**src/hdl/gwm_pkg.sv**
```systemverilog
// gwm_pkg: shared types, constants and the star-closure function for the
// glob word matcher. No dependencies.
package gwm_pkg;

  localparam int MASK_CHARS = 16;
  localparam int POS_W      = MASK_CHARS + 1;
  localparam int LEN_W      = 5;
  localparam int CFG_IDX_W  = 2;
  localparam int CFG_DATA_W = 64;

  typedef logic [POS_W-1:0]              pos_t;
  typedef logic [LEN_W-1:0]              len_t;
  typedef logic [MASK_CHARS-1:0][7:0]    mask_t;
  typedef logic [MASK_CHARS-1:0]         flags_t;

  localparam logic [7:0] STAR_CHAR  = 8'h2A;
  localparam logic [7:0] QMARK_CHAR = 8'h3F;

  // register indexes on the config port
  localparam logic [CFG_IDX_W-1:0] CFG_PATTERN_LOW  = 2'd0;
  localparam logic [CFG_IDX_W-1:0] CFG_PATTERN_HIGH = 2'd1;
  localparam logic [CFG_IDX_W-1:0] CFG_PATTERN_LEN  = 2'd2;

  localparam logic [CFG_DATA_W-1:0] PATTERN_LOW_RESET  = 64'd42;
  localparam logic [CFG_DATA_W-1:0] PATTERN_HIGH_RESET = 64'd0;
  localparam len_t                  PATTERN_LEN_RESET  = 5'd1;

  // position zero closed over the reset mask "*"
  localparam pos_t ACTIVE_RESET = pos_t'(3);

  // Cut to positions 0..len, then let every active position that sits on a
  // star also activate the one after it. Done as a flat prefix: position j is
  // set if some active i <= j has only stars between i and j. Positions past
  // len never get set, whatever the mask holds there.
  function automatic pos_t star_closure(pos_t v, flags_t star, len_t len);
    pos_t cut;
    pos_t res;
    pos_t star_x;
    pos_t rng;
    star_x = {1'b0, star};
    for (int j = 0; j < POS_W; j++) begin
      cut[j] = v[j] & (LEN_W'(j) <= len);
    end
    for (int j = 0; j < POS_W; j++) begin
      res[j] = 1'b0;
      for (int i = 0; i <= j; i++) begin
        rng = ((pos_t'(1) << j) - pos_t'(1)) & ~((pos_t'(1) << i) - pos_t'(1));
        res[j] = res[j] | (cut[i] & (&(star_x | ~rng)));
      end
      res[j] = res[j] & (LEN_W'(j) <= len);
    end
    return res;
  endfunction

endpackage

```
**src/hdl/glob_word_matcher.sv**
```systemverilog
// glob_word_matcher: top level of the streaming glob word matcher.
// Depends on gwm_pkg and gwm_step.
//
// Matches words, one byte per transfer, against a glob mask of up to 16
// characters held in three config registers: '*' matches any run of bytes
// (also empty), '?' exactly one byte, anything else must match exactly (case
// sensitive). A set of active mask positions is kept; each byte advances it.
// The byte flagged last_char yields one transfer on the match channel and
// restarts the set; other bytes yield nothing. Throughput is one byte per
// clock: the byte is captured in an input register, and the whole position
// update (star closure, compare, closure again) sits between that register
// and the state/result registers. A byte passes the input register, then the
// result register. The input side stalls only while a finished result is
// held in the output register and the byte waiting in the input register is
// itself a last byte. pattern_length above 16 is treated as 16; zero never
// matches. Config writes are always accepted and take effect on the next
// byte; the active set survives a write and is re-cut to the new length.
module glob_word_matcher (
  input  logic                             clk,
  input  logic                             rst,
  // config write channel
  input  logic                             cfg_valid,
  output logic                             cfg_ready,
  input  logic [gwm_pkg::CFG_IDX_W-1:0]    cfg_index,
  input  logic [gwm_pkg::CFG_DATA_W-1:0]   cfg_data,
  // character input channel
  input  logic                             word_valid,
  output logic                             word_ready,
  input  logic [7:0]                       word_char,
  input  logic                             last_char,
  // result channel
  output logic                             match_valid,
  input  logic                             match_ready,
  output logic                             matched
);
  import gwm_pkg::*;

  // config registers
  logic [CFG_DATA_W-1:0] pattern_bytes_low;
  logic [CFG_DATA_W-1:0] pattern_bytes_high;
  len_t                  pattern_length;
  len_t                  len;
  mask_t                 mask;

  // input register
  logic       stage_valid;
  logic [7:0] stage_char;
  logic       stage_last;

  // position state
  pos_t active;
  pos_t active_next;
  pos_t restart;
  logic step_match;

  logic advance;

  assign cfg_ready = 1'b1;

  always_ff @(posedge clk) begin
    if (rst) begin
      pattern_bytes_low  <= PATTERN_LOW_RESET;
      pattern_bytes_high <= PATTERN_HIGH_RESET;
      pattern_length     <= PATTERN_LEN_RESET;
    end else if (cfg_valid) begin
      unique case (cfg_index)
        CFG_PATTERN_LOW:  pattern_bytes_low  <= cfg_data;
        CFG_PATTERN_HIGH: pattern_bytes_high <= cfg_data;
        CFG_PATTERN_LEN:  pattern_length     <= cfg_data[LEN_W-1:0];
        default: ;        // unused index, write dropped
      endcase
    end
  end

  // saturate length to the mask size
  assign len  = (pattern_length > LEN_W'(MASK_CHARS)) ? LEN_W'(MASK_CHARS)
                                                       : pattern_length;
  assign mask = mask_t'({pattern_bytes_high, pattern_bytes_low});

  // Held byte moves on unless it is a last byte and the result slot is full.
  assign advance    = stage_valid && (!stage_last || !match_valid || match_ready);
  assign word_ready = !stage_valid || advance;

  always_ff @(posedge clk) begin
    if (rst) begin
      stage_valid <= 1'b0;
    end else if (word_ready) begin
      stage_valid <= word_valid;
    end
  end

  always_ff @(posedge clk) begin
    if (word_valid && word_ready) begin
      stage_char <= word_char;
      stage_last <= last_char;
    end
  end

  gwm_step u_step (
    .active      (active),
    .mask        (mask),
    .len         (len),
    .word_char   (stage_char),
    .active_next (active_next),
    .restart     (restart),
    .matched     (step_match)
  );

  // On a word end the set restarts at position zero, closed over the
  // current mask, as the stored state must reflect the mask at that time.
  always_ff @(posedge clk) begin
    if (rst) begin
      active <= ACTIVE_RESET;
    end else if (advance) begin
      active <= stage_last ? restart : active_next;
    end
  end

  // result register
  always_ff @(posedge clk) begin
    if (rst) begin
      match_valid <= 1'b0;
    end else if (advance && stage_last) begin
      match_valid <= 1'b1;
    end else if (match_ready) begin
      match_valid <= 1'b0;
    end
  end

  always_ff @(posedge clk) begin
    if (advance && stage_last) begin
      matched <= step_match;
    end
  end

endmodule

```
**src/hdl/gwm_step.sv**
```systemverilog
// gwm_step: one character step of the glob position vector.
// Depends on gwm_pkg.
module gwm_step (
  input  gwm_pkg::pos_t  active,
  input  gwm_pkg::mask_t mask,
  input  gwm_pkg::len_t  len,
  input  logic [7:0]     word_char,
  output gwm_pkg::pos_t  active_next,
  output gwm_pkg::pos_t  restart,
  output logic           matched
);
  import gwm_pkg::*;

  flags_t star;
  flags_t hit;
  flags_t in_use;
  pos_t   cur;
  pos_t   adv;

  always_comb begin
    for (int i = 0; i < MASK_CHARS; i++) begin
      star[i]   = (mask[i] == STAR_CHAR);
      hit[i]    = (mask[i] == QMARK_CHAR) || (mask[i] == word_char);
      in_use[i] = (LEN_W'(i) < len);
    end
  end

  assign cur = star_closure(active, star, len);

  always_comb begin
    adv = '0;
    for (int i = 0; i < MASK_CHARS; i++) begin
      if (cur[i] && in_use[i]) begin
        if (star[i]) begin
          adv[i] = 1'b1;
        end else if (hit[i]) begin
          adv[i+1] = 1'b1;
        end
      end
    end
  end

  assign active_next = star_closure(adv, star, len);
  assign restart     = star_closure(pos_t'(1), star, len);
  assign matched     = active_next[len];

endmodule

```
**config.mk**
```make
export PLATFORM = sky130hd
export DESIGN_NAME = glob_word_matcher
export DESIGN_NICKNAME = d
export VERILOG_FILES = /design/src/hdl/gwm_pkg.sv /design/src/hdl/glob_word_matcher.sv /design/src/hdl/gwm_step.sv
export SDC_FILE = /design/constraint.sdc
export NUM_CORES = 1
export LEC_CHECK = 0
export BUFFER_PORTS_ARGS = -buffer_cell sky130_fd_sc_hd__buf_4
export CAP_MARGIN = 20
export CORE_MARGIN = 4
export CORE_UTILIZATION = 40
export DETAILED_ROUTE_END_ITERATION = 7
export GPL_ROUTABILITY_DRIVEN = 0
export PLACE_DENSITY = 0.59
export SYNTH_ARGS = -nofsm -noshare
export SYNTH_HDL_FRONTEND = slang
export SYNTH_SLANG_ARGS = --single-unit
```
**constraint.sdc**
```tcl
create_clock -name clk -period 4.95 [get_ports clk]
set_input_delay 0.99 -clock clk [delete_from_list [all_inputs] [get_ports clk]]
set_output_delay 0.99 -clock clk [all_outputs]
set_load 0.01 [all_outputs]
```
==> impl_metrics.ini <==
[setup_path]
path_max_fanout = 23
critical_path_required_ns = 5.12
r2r-start = pattern_length[1]
r2r_slack_ns = 0.38
start_kind = flop
setup.worst_path.start = pattern_length[1]
critPathCaptureType = flop
critPathCapture = matched
r2r_end = matched
worstRegToRegCells = 14
critical_path_class = flop to flop
cp.arrival_ns = 4.75

[layout]
regArea_um2 = 3320
filler_cell_count = 2550
nets = 1554
syn_to_final_growth_pct = 14.0
drive_gt1_frac = 0.125
multi_input_area_um2 = 6560
antenna_cells = 0

[worst_hold_path]
hold_class = flop to flop

[global_route]
gr-usage-all-layers = 0.252
grt_pass1_wl_um = 57400
overflow = 0
grt_max_degree = 69
grt_pass1_vias = 10100
antenna_found_initial = 0

[timing]
max_freq_mhz = 219
finClkSkew_ns = 0.0130
post-route-period-util = 0.924
worstMarginPinSlew_ns = 1.08
fin_crit_ns = 4.57
setup_violations = 0
finalHoldViolCount = 0
relSlewSlack = 0.279
fin_ws_ns = 0.377
rsz0062_at_grt = no
tns_ns = 0
drv_slew = 0

[floorplanning]
io_pins = 84
die_x_um = 169
die_h_um = 169
rows = 58
core_area_um2 = 25300
design.die.area_um2 = 28600
start_util = 0.409

[cts]
cts-buffers-inserted = 17
hold_buffers = 0
cts_root_buf = clkbuf_16
htreeDepth = 4
cts_sinks = 161
clkTransAtPathRegs_ns = 0.07
post_cts_buffers = 0
clock_tree.buffer_depth = 2
cts_resized = 0
insertion_delay_ns = 0.45
cts_tree = built

[power]
peakVddDrop_uv = 204
p_leak_uw = 0.00404
power_density_nw_per_um2 = 268

[logic_synthesis]
synth_cell_types = 90
synth_edf_count = 10
synth_seq_cells = 161
syn_area_um2 = 10400
synthFlopType = dfxtp_1
postSynthAreaPerCell_um2 = 7.25
syn_nets = 1510
synth_cells = 1430
yosysSeqAreaShare = 0.321
async_flop_share = 0
yosysWarnings = 0

[place]
detailed_place_hpwl_um = 27100
pre_cts_ws_ns = 0.533
port_buffers = 82

[route]
drt_iter0_markers = 1434
drtPass1Iterations = 6
vias = 11000
ant_nets = 0
routedWlPerCell_um = 20.3
drc = 0
drt_wl_total_um = 36900
drt-vias-per-instance = 6.08

[outcome]
status = complete, no violations

[flow_run]
drv_cap = 0
## cell type report
cell class | instances | area share
Multi-Input combinational cell | 1166 | 0.555
Sequential cell | 161 | 0.281
Timing Repair Buffer | 118 | 0.0749
Clock buffer | 17 | 0.0360
Tap cell | 330 | 0.0349
Clock inverter | 15 | 0.0153
Inverter | 10 | 0.00317
## sequential cells by signal, summed over array words and instances, names as in the netlist
register            cells
active                 16
match_valid             1
matched                 1
pattern_bytes_high     64
pattern_bytes_low      64
pattern_length          5
stage_char              8
stage_last              1
stage_valid             1
## placed cells by master, fill, tap and decap left out, drive strengths merged, types with 5 or more instances in the layout
master,instances
nand3,36
clkbuf,17
buf,118
nand2,341
o21a,8
and3,17
xor2,56
nor4,33
xnor2,72
dfxtp,151
o22ai,11
o21bai,6
a31oi,14
a21o,5
nand4,35
nor2,86
o31ai,11
and2,11
nor2b,6
or2,12
edfxtp,10
a21oi,178
or3,11
nor3,35
clkinv,5
mux2i,6
o21ai,49
or4,5
nand2b,6
o211ai,15
a211oi,11
inv,18
nand3b,7
## cells by family after synthesis
family / Yosys count / synth area share
xor+xnor: 128 / 0.108
flops: 161 / 0.321
simple gates: 666 / 0.301
mux: 6 / 0.00579
compound gates: 365 / 0.216
other cells: 1 / 0.000362
buf+inv: 103 / 0.0477
## worst min path at each step
stage	cells after the start	to	startpoint
floorplan	2	active[10]	active[10]
global placement	2	active[13]	active[13]
detailed placement	2	active[14]	active[14]
CTS	2	active[14]	active[14]
global route	2	active[11]	active[11]
finish	2	active[14]	active[14]
## synthesized netlist by cell type, types with 5 or more instances
cell type	n	area share
o31ai_1	10	0.0072
o21bai_1	6	0.0043
or2_2	10	0.0060
clkbuf_8	9	0.012
nor3_1	35	0.017
clkbuf_1	69	0.025
nor2b_1	6	0.0036
nor4_1	33	0.020
a21oi_1	178	0.086
and3_1	16	0.0097
nand2_1	340	0.12
nand3b_1	7	0.0051
nand3_1	36	0.017
o21ai_0	46	0.022
a21o_1	5	0.0036
buf_1	8	0.0029
mux2i_1	6	0.0058
a31oi_1	14	0.0084
or3_1	10	0.0060
o21a_1	8	0.0058
nand2b_1	6	0.0036
xor2_1	56	0.047
and2_1	10	0.0060
edfxtp_1	10	0.029
o22ai_1	11	0.0066
dfxtp_1	151	0.29
nand4_1	35	0.021
o211ai_1	15	0.011
a211oi_1	11	0.0080
nor2_1	86	0.031
xnor2_1	72	0.061
inv_1	9	0.0033
## per-layer routing
| metal | track usage | routed length [um] |
|---|---|---|
| met1 | 0.346 | 16100 |
| met2 | 0.376 | 15800 |
| met3 | 0.0696 | 3430 |
| met4 | 0.0984 | 1450 |
| met5 | 0 | 0 |
## power by group
group          internal [uW]  switching, uW
clock                    728            657
combinational            158            212
sequential              1350           66.1
total                   2240            936
## critical path: stages, from the launching register on
cell      delay (ns)
dfxtp_1         0.33
buf_4           0.21
a2111o_1        0.47
nand2_1         0.35
o31ai_1         0.22
o31ai_1         0.68
a21oi_1         0.19
or2_2           0.40
nand2b_1        0.23
a31oi_1         0.15
nand2_1         0.11
o21a_1          0.19
o41a_1          0.41
o21ai_0         0.22
o211ai_1        0.13
## per-stage QoR
stage / util / hold WS (ns) / power, uW / instance area [um^2] / std cells
after global placement: 0.443 / 0.440 / 1810 / 11200 / 1785
final: 0.467 / 0.464 / 3170 / 11800 / 1817
after CTS: 0.467 / 0.464 / 3190 / 11800 / 1817
after detailed placement: 0.443 / 0.456 / 1810 / 11200 / 1785
after floorplan: - / 0.426 / 1660 / 10400 / 1430
after global routing: 0.467 / 0.489 / 3300 / 11800 / 1817
Note: power is estimated with default switching activity, not from simulation.
